## src/sv/pru_pkg.sv

```systemverilog
// Shared types and constants for the pixel replication upscaler.
// Used by every module of the block; depends on nothing else.
package pru_pkg;

  localparam int unsigned DEF_MAX_WIDTH = 1024;
  localparam int unsigned DEF_MAX_SCALE = 16;
  localparam int unsigned DEF_QDEPTH    = 4;

  localparam int unsigned PIX_W      = 24;
  localparam int unsigned SCALE_REG_W = 5;
  localparam int unsigned WIDTH_REG_W = 11;
  localparam int unsigned CFG_ADDR_W  = 2;
  localparam int unsigned CFG_DATA_W  = 11;

  localparam logic [CFG_ADDR_W-1:0] CFG_SCALE = 2'd0;
  localparam logic [CFG_ADDR_W-1:0] CFG_WIDTH = 2'd1;

  localparam logic OP_PIXEL  = 1'b0;
  localparam logic OP_REPLAY = 1'b1;

  typedef struct packed {
    logic             operation;
    logic [PIX_W-1:0] pixel;
  } in_t;

  typedef struct packed {
    logic [PIX_W-1:0] value;
    logic             is_pad;
    logic             row_end;
    logic             last;
    logic             error;
  } out_t;

  // One classified item handed from the front end to the emitter.
  typedef struct packed {
    logic [PIX_W-1:0] value;
    logic [1:0]       pad;
    logic             row_done;
    logic             err;
  } cmd_t;

endpackage

```

## src/sv/pru_back.sv

```systemverilog
// Emitter: expands each command into replicated pixels, padding bytes or
// one error result, one result per cycle while out_ready is high and commands wait. Uses pru_pkg.
module pru_back #(
  parameter int unsigned MAX_SCALE = pru_pkg::DEF_MAX_SCALE,
  localparam int unsigned SW = $clog2(MAX_SCALE + 1)
) (
  input  logic          clk,
  input  logic          rst_n,
  input  logic [SW-1:0] s_eff,
  input  logic          q_valid,
  input  pru_pkg::cmd_t q_cmd,
  output logic          pop,
  output logic          out_valid,
  input  logic          out_ready,
  output pru_pkg::out_t out_data
);

  logic          cur_valid_r;
  pru_pkg::cmd_t cur_r;
  logic [SW-1:0] px_left_r;
  logic [1:0]    pad_left_r;

  logic          fin;
  logic          is_pad;
  logic          take;

  assign is_pad = px_left_r == '0;
  assign fin    = ((px_left_r == SW'(1)) && (pad_left_r == 2'd0)) ||
                  (is_pad && (pad_left_r == 2'd1));
  assign take   = cur_valid_r && out_ready;
  assign pop    = q_valid && (!cur_valid_r || (take && fin));

  assign out_valid = cur_valid_r;
  always_comb begin
    out_data.value   = is_pad ? '0 : cur_r.value;
    out_data.is_pad  = is_pad;
    out_data.row_end = fin && cur_r.row_done;
    out_data.last    = fin;
    out_data.error   = cur_r.err;
  end

  always_ff @(posedge clk) begin
    if (!rst_n) begin
      cur_valid_r <= 1'b0;
    end else if (pop) begin
      cur_valid_r <= 1'b1;
    end else if (take && fin) begin
      cur_valid_r <= 1'b0;
    end
  end

  always_ff @(posedge clk) begin
    if (pop) begin
      cur_r      <= q_cmd;
      // An error result is a single non-pad transfer with a zero value.
      px_left_r  <= q_cmd.err ? SW'(1) : s_eff;
      pad_left_r <= q_cmd.pad;
    end else if (take) begin
      if (!is_pad) begin
        px_left_r <= px_left_r - SW'(1);
      end else begin
        pad_left_r <= pad_left_r - 2'd1;
      end
    end
  end

`ifndef NO_ASSERTIONS
  a_err_single: assert property (@(posedge clk) disable iff (!rst_n)
    out_valid && out_data.error |-> out_data.last && !out_data.is_pad &&
                                    !out_data.row_end && (out_data.value == '0))
    else $error("error result is not a single zero transfer");
  a_pad_zero: assert property (@(posedge clk) disable iff (!rst_n)
    out_valid && out_data.is_pad |-> (out_data.value == '0) && !out_data.error)
    else $error("padding byte carries data");
  a_row_end_last: assert property (@(posedge clk) disable iff (!rst_n)
    out_valid && out_data.row_end |-> out_data.last)
    else $error("row end on a transfer that is not the last of its item");
`endif

endmodule

```

## config.mk

```make
export PLATFORM = sky130hd
export DESIGN_NAME = pru_back
export DESIGN_NICKNAME = d
export VERILOG_FILES = /design/src/sv/pru_pkg.sv /design/src/sv/pru_back.sv
export SDC_FILE = /design/constraint.sdc
export NUM_CORES = 1
export LEC_CHECK = 0
export BUFFER_PORTS_ARGS = -buffer_cell sky130_fd_sc_hd__buf_2
export CAP_MARGIN = 20
export CORE_MARGIN = 5
export CORE_UTILIZATION = 40
export CTS_BUF_LIST = sky130_fd_sc_hd__clkbuf_2 sky130_fd_sc_hd__clkbuf_4 sky130_fd_sc_hd__clkbuf_8
export DETAILED_ROUTE_END_ITERATION = 10
export GPL_TIMING_DRIVEN = 0
export HOLD_SLACK_MARGIN = 0.15
export MAX_ROUTING_LAYER = met4
export PLACE_DENSITY = 0.75
export SETUP_SLACK_MARGIN = 0.05
export SLEW_MARGIN = 20
export SYNTH_ARGS = -nofsm -noshare
export SYNTH_HDL_FRONTEND = slang
export SYNTH_SLANG_ARGS = --single-unit
```

## constraint.sdc

```tcl
create_clock -name clk -period 2.4 [get_ports clk]
set_clock_uncertainty 0.2 [all_clocks]
set_input_delay 0.12 -clock clk [delete_from_list [all_inputs] [get_ports clk]]
set_output_delay 0.12 -clock clk [all_outputs]
set_load 0.1 [all_outputs]
```

* Word level (Yosys, flattened, before mapping)
Cells that the tools add are included.
** Storage, ports and cells
- Bits in registers :: 34
- Latch bits :: 0
- Memory bits (writable) :: 0
- Memory bits (read-only) :: 0
- Input bits :: 37
- Output and inout port bits :: 30
- Word-level logic and storage cells :: 37
- Memories :: 0
** Cells by class
- $add $sub $neg :: 2
- Multipliers :: 0
- Divide/modulo/power cells :: 0
- $lt $le $gt $ge :: 0
- Equality and inequality tests :: 3
- Shifts and indexed selects :: 0
- Muxes and demuxes :: 10
- Bitwise operators :: 0
- Reduce and logical (&&, ||, !) cells :: 16
** Operators by type and width (number)
- 24-bit 2-to-1 mux :: 1
- 5-bit 2-to-1 mux :: 4
- 1-bit logical AND :: 6
- 2-bit 2-to-1 mux :: 3
- 2-bit nonzero test :: 3
- 5-bit by 1-bit == test with 1-bit output (second input constant) :: 1
- 5-bit logical NOT :: 1
- 5-bit by 1-bit subtractor with 5-bit output (second input constant) :: 1
- 2-bit AND reduction :: 2
- 2-bit by 1-bit == test with 1-bit output (second input constant) :: 1
- 2-bit logical NOT :: 1
- 1-bit logical OR :: 2
- 1-bit 2-to-1 mux :: 2
- 2-bit != test (second input constant) :: 1
- 2-bit by 1-bit subtractor with 2-bit output (second input constant) :: 1
- 1-bit logical NOT :: 1

* Depth between registers and ports, before layout
- Depth after elaboration :: 8
- Depth in mapped cells :: 7
- Gate-level depth less buffers :: 6

* Worst setup path after synthesis
No wires, ideal clock.
- Path kind :: reg2reg
- Start point :: register cur_valid_r (netlist: out_valid)
- End point :: register cur_r[10] in the netlist's numbering (enable)
- Library setup time :: 0.514 ns
- Arrival time :: 2.218 ns
- Data required time :: 1.686 ns
- Slack :: -0.532 ns
- Stages on the path, launching flop included :: 6
- Path buffers :: 1
- Clock period less this slack :: 2.932 ns
- Cells stage by stage :: dfxtp_1 > inv_1 > a31oi_2 > nand2b_1 > buf_6 > inv_1
** On the way
- Longest elaborated chain between the ends :: 4
- Elaborated cells on any way between the ends :: 5
- Those cells by class :: reduce/logical (5)
** Ends and longest elaborated chain
- start: declaration :: RTL line pru_back.sv:18 : logic cur_valid_r;
- start signal: assignment :: RTL line pru_back.sv:44 : cur_valid_r <= 1'b0;
- start signal: assignment :: RTL line pru_back.sv:46 : cur_valid_r <= 1'b1;
- start signal: assignment :: RTL line pru_back.sv:48 : cur_valid_r <= 1'b0;
- 1-bit logical AND :: RTL line pru_back.sv:30 : assign take = cur_valid_r && out_ready;
- 1-bit logical AND :: RTL line pru_back.sv:31 : assign pop = q_valid && (!cur_valid_r || (take && fin));
- 1-bit logical OR (*) :: RTL line pru_back.sv:31
- 1-bit logical AND (*) :: RTL line pru_back.sv:31
- named net pop :: RTL line pru_back.sv:12 : output logic pop,
- end signal: assignment :: RTL line pru_back.sv:54 : cur_r <= q_cmd;
- end: declaration :: RTL line pru_back.sv:19 : pru_pkg::cmd_t cur_r;
The timed path passes the listed nets; every way through them passes the cells marked *.
A chain may end at the register's enable or synchronous reset.

* Worst setup path in the final report
- Start point :: register px_left_r[0]
- End point :: output pop
** On the way
- Longest elaborated chain between the ends :: 6
- Elaborated cells on any way between the ends :: 8
- Those cells by class :: eq/ne (1); reduce/logical (7)
** Ends and longest elaborated chain
- start: declaration :: RTL line pru_back.sv:20 : logic [SW-1:0] px_left_r;
- start signal: assignment :: RTL line pru_back.sv:56 : px_left_r <= q_cmd.err ? SW'(1) : s_eff;
- start signal: assignment :: RTL line pru_back.sv:60 : px_left_r <= px_left_r - SW'(1);
- 5-bit by 1-bit == test with 1-bit output or 5-bit logical NOT (tied branches) :: RTL line pru_back.sv:28, pru_back.sv:27
- 1-bit logical AND (on tied branches) :: RTL line pru_back.sv:28, pru_back.sv:29
- 1-bit logical OR (*) :: RTL line pru_back.sv:28 : assign fin = ((px_left_r == SW'(1)) && (pad_left_r == 2'd0)) ||
- 1-bit logical AND (*) :: RTL line pru_back.sv:31
- 1-bit logical OR (*) :: RTL line pru_back.sv:31
- 1-bit logical AND (*) :: RTL line pru_back.sv:31
- end: declaration :: RTL line pru_back.sv:12
Every way passes the cells marked *; elsewhere a longest branch is shown, timed or not.

==> results.yml <==
sta:
  finalHoldViolCount: 0
  setup_viol: 0
  min_period_ps: 2310
  rsz0062_at_grt: "true"
  worstMarginPinSlew_ps: 628
  max_slew_margin_pct: 58.2
  fin_ws_ps: 87.5
  max_freq_mhz: 432
  min_period_over_period_pct: 96.4
  fin_hold_ws_ps: 190
  maxSlewViolCount: 0
setup_path:
  critPathMaxFanout: 5
  crit_required_ps: 2080
  r2r_end: "out_data[0]"
  critPathArrivalTime_ps: 1990
  r2r_slack_ps: 130
  crit_start: "px_left_r[0]"
  path_class: "flop to output pin"
  worst_setup_path_start_kind: "flop"
  cp-end-kind: "output pin"
  r2r_start: "px_left_r[0]"
  reg2reg_depth: 7
  endpoint: "pop"
routing:
  route.detailed.drc: 0
  routed_wl_mm: 3.92
  drt_pass1_iterations: 4
  ant_nets: 0
  drt-initial-drc-count: 49
  vias_per_cell: 4.48
  wire_per_inst_um: 14.1
  via_count: 1246
synthesis:
  synth_fa_ha_area_share_pct: 4.05
  syn_inst: 110
  yosysWarnings: 0
  synth.avg_cell_area_um2: 14.1
  synthXorXnorAreaFrac_pct: 1.70
  ys_seq_area_share_pct: 65.4
  syn_nets: 152
  synth_compound_area_share_pct: 3.72
  synth.ff_latch_count: 34
  ys_types: 28
  synthesis.area_um2: 1550
  synthMuxAreaShare_pct: 4.21
  synth_top_family_by_area: "simple AND/OR/NAND/NOR gates"
  yosys.area_share.simple_pct: 16.6
clock_tree:
  path_clk_slew_ps: 70
  cts_sinks: 34
  cts_root_buf: "clkbuf_8"
  numCtsBuffers: 5
  cts_buffer_depth: 2
  clock_latency_ps: 280
  cts_tree: "done"
  htreeDepth: 2
placement:
  place.gp.congestion: 0.846
  port_buffers: 66
  hpwl_mm: 2.37
  post-place-ws_ps: -325
cells_and_area:
  fin_nets: 271
  diodes: 0
  final_core_util_pct: 70.4
  layout-drive-gt1-share_pct: 44.3
  nFillCells: 272
  syn_to_final_growth_pct: 69.1
outcome:
  outcome: "completed"
grt:
  antenna_found_initial: 0
  use_met2_pct: 28.5
  grt_busiest_layer: "met2"
  grt_max_degree: 14
  grt_pass1_vias: 1336
  grt_pass1_wl_mm: 6.07
  met1_usage_pct: 16.6
  grt_usage_pct: 16.0
  grt-ovfl-total: 0
  use_met3_pct: 4.43
power:
  p_per_area_nw_per_um2: 713
  power.leakage_nw: 1.14
  peakVddDrop_v: 0.000484
  power_mw: 1.86
job:
  drv_cap: 0
min_path:
  hold_class: "input pin to flop"
  hold_depth: 4
floorplanning:
  fp.dieH_um: 72.2
  fp.dieW_um: 72.2
  pin_count: 67
  rows: 22
  fp.dieArea_um2: 5210
  fp.coreArea_um2: 3720
  start_util_pct: 41.6
-- kinds of logic after synthesis --
kind of cell,count (synthesis)
buffers and inverters,13
flip-flops,34
AND/OR/NAND/NOR,42
adder cells (fa/ha/maj),5
AO/OA/AOI/OAI,7
multiplexers,6
XOR/XNOR,3
-- metrics by stage --
step	std cells	setup TNS, ps	cell area (um2)
2_1_floorplan	110	-7520	1570
3_3_place_gp	224	-2050	1960
3_5_place_dp	224	-4210	1960
4_1_cts	271	0	2520
5_1_grt	278	-2.62	2620
6_report	278	0	2620
-- sequential cells by signal, summed over array words and instances, names as in the netlist --
signal / cells
cur_r: 25
out_data: 1
out_valid: 1
pad_left_r: 2
px_left_r: 5
-- area by class of cell --
cell class                 count  area [um2]  area share, %
clock buffer                   5        68.8           2.63
buffer                         6        52.6           2.01
timing repair buffer         111         836           32.0
multi-input combinational     63         503           19.2
tap                           48        60.1           2.30
sequential                    34        1010           38.7
clock inverter                 3        45.0           1.72
timing repair inverter         1        7.51          0.287
inverter                       7        30.0           1.15
-- layout by cell type, fill, tap and decap left out, types with 4 or more instances in the layout --
cell            n
nand2b_1        4
nand2_1         5
buf_4          29
dlygate4sd3_1  37
and2_1         23
buf_2          46
clkinvlp_4      4
clkbuf_8        5
edfxtp_1       33
mux2i_1         5
inv_1           6
-- synthesized netlist by cell type --
library cell	instances	area, um2
dfxtp_1	1	20.0
nor3_1	1	5.00
nand3_1	1	5.00
a31oi_1	1	6.26
xnor2_1	2	17.5
ha_1	5	62.6
clkbuf_1	2	7.51
and3_2	1	7.51
mux2_4	1	15.0
a22o_1	1	8.76
a21oi_1	1	5.00
nand2_1	5	18.8
o221ai_1	2	17.5
nand2b_1	5	31.3
o21a_1	1	7.51
nor3_4	1	16.3
nor2b_1	1	6.26
and2_1	23	144
nor3b_1	1	7.51
and2_2	1	7.51
inv_1	7	26.3
buf_4	3	22.5
mux2i_1	5	50.1
xor2_1	1	8.76
edfxtp_1	33	991
a31oi_2	1	12.5
nor2_1	2	7.51
buf_6	1	11.3
-- how the worst min path moves through the flow --
| stage | start | to |
|---|---|---|
| 2_1_floorplan | q_cmd[10] | cur_r[10] |
| 3_3_place_gp | q_cmd[17] | cur_r[17] |
| 3_5_place_dp | q_cmd[8] | cur_r[8] |
| 4_1_cts | out_ready | pad_left_r[1] |
| 5_1_grt | q_valid | pad_left_r[1] |
| 6_report | q_valid | pad_left_r[1] |
-- metal layers --
layer | vias up | part of all wire (%) | routed length, um
li1 | 618 | - | -
met1 | 576 | 39 | 1520
met2 | 47 | 53 | 2080
met3 | 5 | 7.2 | 282
met4 | 0 | 1.2 | 46
met5 | - | 0 | 0
-- power by group --
group          switching [mW]  total (mW)  internal [mW]
Combinational           0.415       0.614          0.199
Sequential             0.0246       0.735          0.710
Clock                   0.206       0.515          0.309
-- critical path: stages (launching register included) --
cell	delay, ps
edfxtp_1	420
ha_2	230
a22o_4	260
a31oi_4	210
nand2b_4	160
buf_12	110
clkinvlp_4	120
buf_12	190
-- what timing repair did --
action / 4_1_cts / 5_1_grt
gates cloned: 1 / 0
pin swaps: 0 / 3
hold endpoints to repair: 36 / 0
buffers inserted: 1 / 7
hold buffers: 37 / 0
endpoints found under the setup margin: 46 / 22
resized for setup: 24 / 8
Power figures use the tool's default switching activity.
