## src/sv/pru_pkg.sv

```systemverilog
// Shared types and constants for the pixel replication upscaler.
// Used by every module of the block; depends on nothing else.
package pru_pkg;

  localparam int unsigned DEF_MAX_WIDTH = 1024;
  localparam int unsigned DEF_MAX_SCALE = 16;
  localparam int unsigned DEF_QDEPTH    = 4;

  localparam int unsigned PIX_W      = 24;
  localparam int unsigned SCALE_REG_W = 5;
  localparam int unsigned WIDTH_REG_W = 11;
  localparam int unsigned CFG_ADDR_W  = 2;
  localparam int unsigned CFG_DATA_W  = 11;

  localparam logic [CFG_ADDR_W-1:0] CFG_SCALE = 2'd0;
  localparam logic [CFG_ADDR_W-1:0] CFG_WIDTH = 2'd1;

  localparam logic OP_PIXEL  = 1'b0;
  localparam logic OP_REPLAY = 1'b1;

  typedef struct packed {
    logic             operation;
    logic [PIX_W-1:0] pixel;
  } in_t;

  typedef struct packed {
    logic [PIX_W-1:0] value;
    logic             is_pad;
    logic             row_end;
    logic             last;
    logic             error;
  } out_t;

  // One classified item handed from the front end to the emitter.
  typedef struct packed {
    logic [PIX_W-1:0] value;
    logic [1:0]       pad;
    logic             row_done;
    logic             err;
  } cmd_t;

endpackage

```

## src/sv/pru_queue.sv

```systemverilog
// Short command FIFO between the front end and the emitter.
// Uses pru_pkg for the command type.
module pru_queue #(
  parameter int unsigned DEPTH = pru_pkg::DEF_QDEPTH
) (
  input  logic          clk,
  input  logic          rst_n,
  input  logic          push,
  input  pru_pkg::cmd_t push_cmd,
  output logic          q_ready,
  input  logic          pop,
  output logic          q_valid,
  output pru_pkg::cmd_t q_cmd
);

  localparam int unsigned PTR_W = (DEPTH > 1) ? $clog2(DEPTH) : 1;
  localparam int unsigned CNT_W = $clog2(DEPTH + 1);

  pru_pkg::cmd_t       entry_r [DEPTH];
  logic [PTR_W-1:0]    wr_ptr_r, rd_ptr_r;
  logic [CNT_W-1:0]    count_r;

  assign q_ready = count_r != CNT_W'(DEPTH);
  assign q_valid = count_r != '0;
  assign q_cmd   = entry_r[rd_ptr_r];

  always_ff @(posedge clk) begin
    if (push) begin
      entry_r[wr_ptr_r] <= push_cmd;
    end
  end

  always_ff @(posedge clk) begin
    if (!rst_n) begin
      wr_ptr_r <= '0;
      rd_ptr_r <= '0;
      count_r  <= '0;
    end else begin
      if (push) begin
        wr_ptr_r <= (wr_ptr_r == PTR_W'(DEPTH - 1)) ? '0 : wr_ptr_r + PTR_W'(1);
      end
      if (pop) begin
        rd_ptr_r <= (rd_ptr_r == PTR_W'(DEPTH - 1)) ? '0 : rd_ptr_r + PTR_W'(1);
      end
      if (push && !pop) begin
        count_r <= count_r + CNT_W'(1);
      end else if (pop && !push) begin
        count_r <= count_r - CNT_W'(1);
      end
    end
  end

`ifndef NO_ASSERTIONS
  a_no_overflow: assert property (@(posedge clk) disable iff (!rst_n)
    (count_r == CNT_W'(DEPTH)) && !pop |-> !push)
    else $error("command pushed into a full queue");
  a_no_underflow: assert property (@(posedge clk) disable iff (!rst_n)
    (count_r == '0) |-> !pop)
    else $error("command popped from an empty queue");
`endif

endmodule

```

## config.mk

```make
export PLATFORM = sky130hd
export DESIGN_NAME = pru_queue
export DESIGN_NICKNAME = d
export VERILOG_FILES = /design/src/sv/pru_pkg.sv /design/src/sv/pru_queue.sv
export SDC_FILE = /design/constraint.sdc
export NUM_CORES = 1
export LEC_CHECK = 0
export ABC_AREA = 1
export ABC_CLOCK_PERIOD_IN_PS = 1400
export BUFFER_PORTS_ARGS = -buffer_cell sky130_fd_sc_hd__buf_2
export CAP_MARGIN = 20
export CORE_MARGIN = 2
export CORE_UTILIZATION = 40
export DETAILED_ROUTE_END_ITERATION = 12
export PLACE_DENSITY = 0.61
export SYNTH_ARGS = -nofsm -noshare
export SYNTH_HDL_FRONTEND = slang
export SYNTH_SLANG_ARGS = --single-unit
export TNS_END_PERCENT = 10
```

## constraint.sdc

```tcl
create_clock -name clk -period 1.4 [get_ports clk]
set_input_delay 0.42 -clock clk [delete_from_list [all_inputs] [get_ports clk]]
set_output_delay 0.42 -clock clk [all_outputs]
set_load 0.005 [all_outputs]
```

[Word-level counts from Yosys, hierarchy flattened]
Memory sizes are Yosys's and may differ from the RTL's. A register that Yosys moved wholly into a read port is not among the register bits.
Cells that the tools add are included.
Word-level totals
  bits in registers: 7
  RAM bits: 112
  input port bits: 32
  logic and storage cells: 25
  memories kept: 1
Cells by class
  $add $sub $neg: 4
  eq/ne operators: 3
  multiplexer cells: 8
  reduce and logical (&&, ||, !) cells: 6
Memory list
  entry_r: words 4, width 28, rd ports 1, clocked after memory_dff 1, wr ports 1, RTL line pru_queue.sv:19  | pru_pkg::cmd_t entry_r [DEPTH];
Operators by type and width (number)
  2-bit two-way mux: 4
  3-bit two-way mux: 2
  2-bit by 1-bit adder with 2-bit output (second input constant): 2
  2-bit equality test (second input constant): 2
  3-bit by 1-bit adder with 3-bit output (second input constant): 1
  3-bit inequality test (second input constant): 1
  3-bit nonzero test: 1
  3-bit by 1-bit subtractor with 3-bit output (second input constant): 1
  1-bit logical AND: 2
  1-bit zero test: 2
  1-bit two-way mux: 2
  2-bit nonzero test: 1

[Depth between registers and ports, before layout]
Gate-level depths: netlist (run 1).
  word-level depth: 4
  depth in mapped cells: 10
  depth with buffers taken out: 10

[Worst setup path after synthesis (run 1)]
No wires, ideal clock.
  path type: flip-flop to flip-flop
  start point: register wr_ptr_r[0]
  end point: memory entry_r[3][0] (netlist name), enable pin
  setup time: 0.383 ns
  data arrival time: 1.147 ns
  data required time: 1.017 ns
  setup slack: -0.129 ns
  cell stages (with the launch flop): 4
  path buffers: 0
  path through: dfxtp_1 > ha_1 > nand2_1 > inv_1
RTL lines
  start, declared: RTL line pru_queue.sv:20  | logic [PTR_W-1:0] wr_ptr_r, rd_ptr_r;
  start signal, assigned: RTL line pru_queue.sv:40  | wr_ptr_r <= (wr_ptr_r == PTR_W'(DEPTH - 1)) ? '0 : wr_ptr_r + PTR_W'(1);
  end, declared: RTL line pru_queue.sv:19
Straight into the memory's write port.

==> results of run 1 <==
worst max-delay path, cell delays in order (launching register included):
cell,delay (ps)
dfxtp_4,430
inv_6,80
buf_12,150
o21ai_1,180
o22ai_2,110
buf_2,140
where the power goes:
group,internal (mW),switching (mW)
registers,4.13,0.0610
logic,0.418,0.525
clock network,2.62,1.55
through the flow:
stage          hold slack, ps  setup WS [ps]  TNS [ps]  area (sq um)  total power, mW
2_1_floorplan             483           -119     -9760          4620             4.66
3_3_place_gp              508           -187     -1990          5260             5.05
3_5_place_dp              526           -225     -2590          5260             5.08
4_1_cts                   221           -509    -12990          5870             9.25
5_1_grt                   219           -571    -15030          6070             9.64
6_report                  231           -511    -12890          6070             9.30
final timing paths:
kind | startpoint | to | slack, ps
worst min register to register | count_r[1] | count_r[1] | 510
worst min-delay path | push_cmd[7] | entry_r[3][7] | 230
worst max register to register | wr_ptr_r[0] | entry_r[3][5] | 110
worst max-delay path | flip-flop | q_cmd[22] | -510
placed cells by master (no fill, tap or decap), drive strengths merged:
master    count
o21ai        60
buf          85
edfxtp      112
nor3          2
clkinv        8
bufinv        2
clkinvlp      5
o22ai        28
dfxtp         9
nor2         61
clkbuf       21
inv          18
nand3         3
ha            6
nand2         8
fa            1
a21oi         5
nand4         1
layout make-up:
type / count / area share (%)
Timing Repair Buffer: 89 / 11.9
Clock buffer: 17 / 7.01
Inverter: 18 / 1.28
Tap cell: 143 / 2.95
Multi-Input combinational cell: 175 / 15.8
Clock inverter: 15 / 2.51
Sequential cell: 121 / 58.5
cell families after synthesis:
family | count (synthesis)
flops | 121
compound gates | 93
simple gates | 75
buf+inv | 35
fa+ha+maj | 7
registers in the layout (all words and copies together), names as in the netlist, named ones only:
name,count
wr_ptr_r,2
count_r,3
rd_ptr_r,2
entry_r,112
layer usage:
layer	global-route usage (%)	part of all wire [%]	vias up
li1	-	-	1411
met1	19.5	43	1450
met3	5.12	5.6	15
met4	7.00	1.9	0
met2	24.7	49	97
met5	0	0	-
what timing repair did:
action	4_1_cts	5_1_grt
gates cloned	0	5
buffers inserted	0	1
setup endpoints to repair	30	30
gates resized for setup	12	33
pin swaps	3	4
==> impl_metrics.yaml, run 1 <==
setup_path:
  crit_fanout: 12
  worstRegToRegCells: 4
  required_ps: 980
  crit_type: "flip-flop to output port"
  critPathLaunchType: "flip-flop"
  cp.arrival_ps: 1490
  worst_setup_path_end_kind: "output port"
yosys:
  postSynth.asyncResetShare_pct: 0
  synth_ff_type: "edfxtp_1"
  seq_area_frac_synth_pct: 76.7
  synth_top_area_cell: "edfxtp_1"
  yosys.area_share.adder_pct: 2.06
  postSynthCellCount: 331
  avgSynthCellArea_sq_um: 13.9
  synth_xor_area_share_pct: 0
  ys.warnings.count: 0
  synth_edf_count: 112
  synth_nets: 370
  synth_cell_types: 19
  yosys.area.top_type_share_pct: 72.8
  yosysMostFrequentCell: "edfxtp_1"
  synthMuxAreaShare_pct: 0
  synth_compound_area_share_pct: 10.8
  ys_seq_elements: 121
  synthSimpleGateAreaFrac_pct: 6.29
  synth_commonest_cells: "edfxtp_1 (112), nor2_1 (61), o21ai_0 (45)"
  synth_top_family_by_area: "compound AO/OA/AOI/OAI gates"
  syn-cell-area_sq_mm: 0.00462
  ys_top_cells_by_area: "edfxtp_1 (73%), nor2_1 (5.0%), o21ai_0 (4.9%), dfxtp_1 (3.9%), o22ai_1 (3.8%)"
finish:
  drive_gt1_share_pct: 33.8
  multi_input_area_sq_um: 962
  n_fill_cell: 939
  fin_cells: 578
  diodes: 0
  areaGrowthSynthToFinish_pct: 31.5
  register_area_sq_mm: 0.00355
  nNetsFinal: 461
  finalCoreUtilization_pct: 53.6
routing:
  routed-via-count: 2973
  wire_per_inst_um: 17.3
  drc: 0
  firstDrtPassIters: 4
  drtIter0Drc: 184
  wl_mm: 10.0
  ant_nets: 0
  via_per_inst: 5.14
clock_tree:
  clk_latency_ps: 400
  cts_tree: "done"
  cts-root-buf: "clkbuf_16"
  clkSinkCount: 121
  clockBufferDepth: 2
  cts.clk_slew.worst_paths_ps: 50
  numCtsBuffers: 17
  ctsHoldBuffers: 0
  htree_levels: 4
status:
  violations: "setup timing"
  status: "complete, but fails checks"
timing:
  setup_ws_ps: -511
  slew_violations: 0
  worst_slew_pin_slew_ps: 251
  finalSetupViolations: 30
  maxSlewHeadroom_pct: 83.1
  post-route-period-util_pct: 136
  hold_viol: 0
  skew_ps: 9.34
  period_needed_ps: 1910
  fmax_mhz: 523
  rsz0062_at_grt: "true"
global_routing:
  overflow: 0
  grt_max_degree: 33
  grt_usage_pct: 15.5
  grt_pass1_wl_mm: 14.7
  antenna_found_initial: 0
  grt_pass1_vias: 2889
pwr:
  p_per_area_mw_per_mm2: 1530
  p_leak_nw: 2.26
  ir_worst_vdd_mv: 0.792
floorplanning:
  dieArea_sq_mm: 0.0124
  num_rows: 39
  coreArea_sq_mm: 0.0113
  initial_core_util_pct: 40.8
  die_x_um: 111
  fp.dieH_um: 111
  ios: 62
hold_path:
  hold_class: "primary input to flip-flop"
  holdPathStages: 1
placed_design:
  port_buffers: 61
  gp_congestion: 0.702
  dp_hpwl_mm: 5.77
  place_inst: 540
job:
  cap_violations: 0
No activity file was read; power rests on OpenSTA's default activity.
==> run 2: changes to the inputs <==
--- a/config.mk
+++ b/config.mk
@@ -13,6 +13,7 @@
 export CORE_UTILIZATION = 40
 export DETAILED_ROUTE_END_ITERATION = 12
 export PLACE_DENSITY = 0.61
+export SETUP_SLACK_MARGIN = 0.02
 export SYNTH_ARGS = -nofsm -noshare
 export SYNTH_HDL_FRONTEND = slang
 export SYNTH_SLANG_ARGS = --single-unit
==> impl_metrics.yaml, run 2 (synthesis gave the netlist of run 1 again) <==
setup_path:
  critPathLaunchType: "flip-flop"
  r2r_start: "wr_ptr_r[0]"
  worst_setup_path_end_kind: "output port"
  worstRegToRegCells: 5
  required_ps: 980
  cp-endpoint: "q_cmd[21]"
  rrSetupSlack_ps: 150
  cp.arrival_ps: 1460
  rr_endpoint: "entry_r[0][24]"
  crit_type: "flip-flop to output port"
  crit_fanout: 22
floorplanning:
  coreArea_sq_mm: 0.0113
  fp.dieH_um: 111
  num_rows: 39
  dieArea_sq_mm: 0.0124
  initial_core_util_pct: 40.8
  ios: 62
  die_x_um: 111
finish:
  final_cell_mix: "edfxtp_1 (112), nor2_1 (61), buf_2 (61)"
  fin_cells: 577
  drive_gt1_share_pct: 34.3
  nNetsFinal: 460
  n_fill_cell: 953
  reg_top3: "entry_r: 112 flops, count_r: 3 flops"
  areaGrowthSynthToFinish_pct: 29.3
  finish.instance_area_sq_mm: 0.00597
  diodes: 0
  final_common_cell: "edfxtp_1"
  largest_reg_flops: 112
  top_register: "entry_r"
timing:
  fmax_mhz: 533
  setup_ws_ps: -475
  post-route-period-util_pct: 134
  finalSetupViolations: 30
  worst_slew_pin_slew_ps: 197
  skew_ps: 4.46
  rsz0062_at_grt: "true"
  maxSlewHeadroom_pct: 86.7
  period_needed_ps: 1880
  setup_tns_ps: -12150
  slew_violations: 0
  hold_viol: 0
  fin_worst_hold_slack_ps: 226
hold_path:
  hold_class: "primary input to flip-flop"
clock_tree:
  clkSinkCount: 121
  cts.clk_slew.worst_paths_ps: 50
  htree_levels: 4
  cts-root-buf: "clkbuf_16"
  numCtsBuffers: 17
  clk_latency_ps: 410
  clockBufferDepth: 2
  cts_tree: "done"
  ctsHoldBuffers: 0
placed_design:
  port_buffers: 61
  placed_area_sq_mm: 0.00531
  place_inst: 543
  gp_congestion: 0.703
  dp_hpwl_mm: 5.56
routing:
  drtIter0Drc: 181
  drc: 0
  via_per_inst: 4.95
  wire_per_inst_um: 15.7
  firstDrtPassIters: 5
  routed-via-count: 2854
  ant_nets: 0
  wl_mm: 9.05
global_routing:
  overflow: 0
  grt_pass1_wl_mm: 14.6
  grt_pass1_vias: 2828
  antenna_found_initial: 1
  grt_max_degree: 24
  grt_usage_pct: 15.6
pwr:
  p_leak_nw: 2.17
  ir_worst_vdd_mv: 0.982
  p_per_area_mw_per_mm2: 1510
status:
  status: "complete, but fails checks"
  violations: "setup timing"
job:
  cap_violations: 0
[run 2: worst min path at each step]
stage	from	endpoint	slack, ps	depth (start not counted)
6_report	push_cmd[6]	entry_r[3][6]	230	1
5_1_grt	push_cmd[6]	entry_r[3][6]	220	1
4_1_cts	push_cmd[7]	entry_r[1][7]	210	1
3_5_place_dp	wr_ptr_r[1]	wr_ptr_r[1]	480	2
3_3_place_gp	wr_ptr_r[1]	wr_ptr_r[1]	480	2
2_1_floorplan	wr_ptr_r[1]	wr_ptr_r[1]	460	2
[run 2: power by group]
| part | switching (mW) | internal, mW | total [mW] | leakage, nW |
|---|---|---|---|---|
| clock network | 1.54 | 2.43 | 3.97 | 0.259 |
| registers | 0.0604 | 4.13 | 4.19 | 1.11 |
| logic | 0.489 | 0.390 | 0.879 | 0.801 |
[run 2: metal layers]
metal / share of wire [%] / global-route usage [%] / vias to the layer above
met5: 0.14 / 0 / -
met4: 1.6 / 5.93 / 2
met3: 5.3 / 5.50 / 14
met2: 48 / 24.1 / 62
met1: 45 / 20.4 / 1366
li1: - / - / 1410
[run 2: area by class of cell]
class | instances | area [sq um] | share of cell area [%]
inverters | 18 | 87.6 | 1.47
multi-input cells | 175 | 931 | 15.6
flip-flops and latches | 121 | 3560 | 59.6
repair buffers | 88 | 658 | 11.0
clock inverters | 15 | 130 | 2.18
well taps | 143 | 179 | 3.00
clock buffers | 17 | 425 | 7.13
[run 2: per-stage QoR]
| step | setup WS [ps] | total power [mW] | util, % |
|---|---|---|---|
| detailed placement | -174 | 5.09 | 46.9 |
| global route | -545 | 9.40 | 52.7 |
| global placement | -156 | 5.07 | 46.9 |
| finish | -475 | 9.04 | 52.7 |
| CTS | -495 | 9.12 | 52.5 |
| floorplan | 9.11 | 4.68 | - |
[run 2: critical path, cell delays in order, from the launching register on]
cell	delay, ps
dfxtp_4	380
inv_4	100
buf_12	160
nor2_1	50
o22ai_1	200
buf_2	150
[run 2: timing repair]
item | CTS | global route
buffers inserted | 1 | 0
endpoints found under the setup margin | 30 | 30
gates cloned | 1 | 0
pin swaps | 5 | 5
resized for setup | 24 | 12
==> run 3: changes to the inputs <==
--- a/config.mk
+++ b/config.mk
@@ -13,7 +13,7 @@
 export CORE_UTILIZATION = 40
 export DETAILED_ROUTE_END_ITERATION = 12
 export PLACE_DENSITY = 0.61
-export SETUP_SLACK_MARGIN = 0.02
+export SETUP_SLACK_MARGIN = 0.1
 export SYNTH_ARGS = -nofsm -noshare
 export SYNTH_HDL_FRONTEND = slang
 export SYNTH_SLANG_ARGS = --single-unit
==> impl_metrics.yaml, run 3 (synthesis gave the netlist of run 1 again) <==
timing:
  fmax_mhz: 522
  setup_tns_ps: -12770
  setup_ws_ps: -514
  hold_viol: 0
  maxSlewHeadroom_pct: 82.9
  post-route-period-util_pct: 137
  rsz0062_at_grt: "true"
  finalSetupViolations: 30
  worst_slew_pin_slew_ps: 257
  fin_worst_hold_slack_ps: 227
  slew_violations: 0
  skew_ps: 6.33
  period_needed_ps: 1910
setup_path:
  critPathLaunchType: "flip-flop"
  required_ps: 980
  cp.arrival_ps: 1490
  worst_setup_path_end_kind: "output port"
  crit_fanout: 8
  crit_type: "flip-flop to output port"
finish:
  drive_gt1_share_pct: 36.7
  fin_cells: 584
  final_cell_mix: "edfxtp_1 (112), buf_2 (62), nor2_1 (58)"
  nNetsFinal: 467
  finish.instance_area_sq_mm: 0.00614
  final_common_cell: "edfxtp_1"
  largest_reg_flops: 112
  diodes: 0
  reg_top3: "entry_r: 112 flops, count_r: 3 flops"
  top_register: "entry_r"
  finalCoreUtilization_pct: 54.2
  areaGrowthSynthToFinish_pct: 33.0
global_routing:
  antenna_found_initial: 0
  overflow: 0
  grt_pass1_vias: 3096
  grt_max_degree: 21
  grt_usage_pct: 16.2
  grt_pass1_wl_mm: 15.5
placed_design:
  dp_hpwl_mm: 6.06
  placed_area_sq_mm: 0.00535
  place_inst: 549
  port_buffers: 61
  place_ws_ps: -158
  gp_congestion: 0.726
clock_tree:
  clkSinkCount: 121
  htree_levels: 4
  clockBufferDepth: 2
  cts.clk_slew.worst_paths_ps: 50
  cts_tree: "done"
  clk_latency_ps: 400
  ctsHoldBuffers: 0
  numCtsBuffers: 17
  cts-root-buf: "clkbuf_16"
routing:
  wire_per_inst_um: 16.4
  drc: 0
  routed-via-count: 2976
  drtIter0Drc: 243
  ant_nets: 0
  via_per_inst: 5.10
  firstDrtPassIters: 4
  wl_mm: 9.55
job:
  cap_violations: 0
pwr:
  p_per_area_mw_per_mm2: 1580
  total_power_mw: 9.69
  p_leak_nw: 2.25
  ir_worst_vdd_mv: 0.723
floorplanning:
  die_x_um: 111
  initial_core_util_pct: 40.8
  dieArea_sq_mm: 0.0124
  fp.dieH_um: 111
  num_rows: 39
  coreArea_sq_mm: 0.0113
  ios: 62
hold_path:
  hold_class: "primary input to flip-flop"
status:
  status: "complete, but fails checks"
  violations: "setup timing"
## run 3: cell types whose count changed in the layout (fill, tap and decap cells not counted), sizes merged
cell	before	now
buf	88	95
bufinv	1	5
clkbuf	17	23
clkinv	8	4
clkinvlp	9	5
inv	15	13
## run 3: timing repair
item / 4_1_cts / 5_1_grt
gates resized for setup: 44 / 20
cloned: 1 / 0
endpoints found under the hold margin: 0 / 0
pin swaps: 8 / 5
setup endpoints to repair: 30 / 30
buffers inserted: 2 / 0
## run 3: path summary, 6_finish.rpt
kind	startpoint	to	slack [ps]	depth (start not counted)
setup / recovery	flip-flop	q_cmd[22]	-510	5
hold / removal	push_cmd[21]	entry_r[0][21]	230	1
hold reg to reg	wr_ptr_r[1]	wr_ptr_r[1]	490	2
setup reg to reg	wr_ptr_r[0]	entry_r[2][8]	160	5
## run 3: layout make-up
class	instances	area, sq um
clock buffer	23	448
clock inverter	9	171
fill	937	5180
inverter	18	91.3
multi-input combinational	175	985
sequential	121	3550
tap	143	179
timing repair buffer	95	711
## run 3: report_power, final
group,switching (mW),internal (mW),total (mW)
combinational,0.515,0.413,0.929
sequential,0.0635,4.13,4.19
clock,1.43,3.14,4.57
## run 3: critical path, cell delays in order, from the launching register on
cell and delay [ps]:
dfxtp_4 390, inv_6 110, buf_6 130, nor2_1 40, o22ai_1 250, buf_2 170
## run 3: layer usage
| metal | track usage [%] | wire length (um) |
|---|---|---|
| met5 | 0 | 0 |
| met4 | 6.75 | 139 |
| met3 | 5.17 | 570 |
| met2 | 26.8 | 4700 |
| met1 | 19.9 | 4140 |
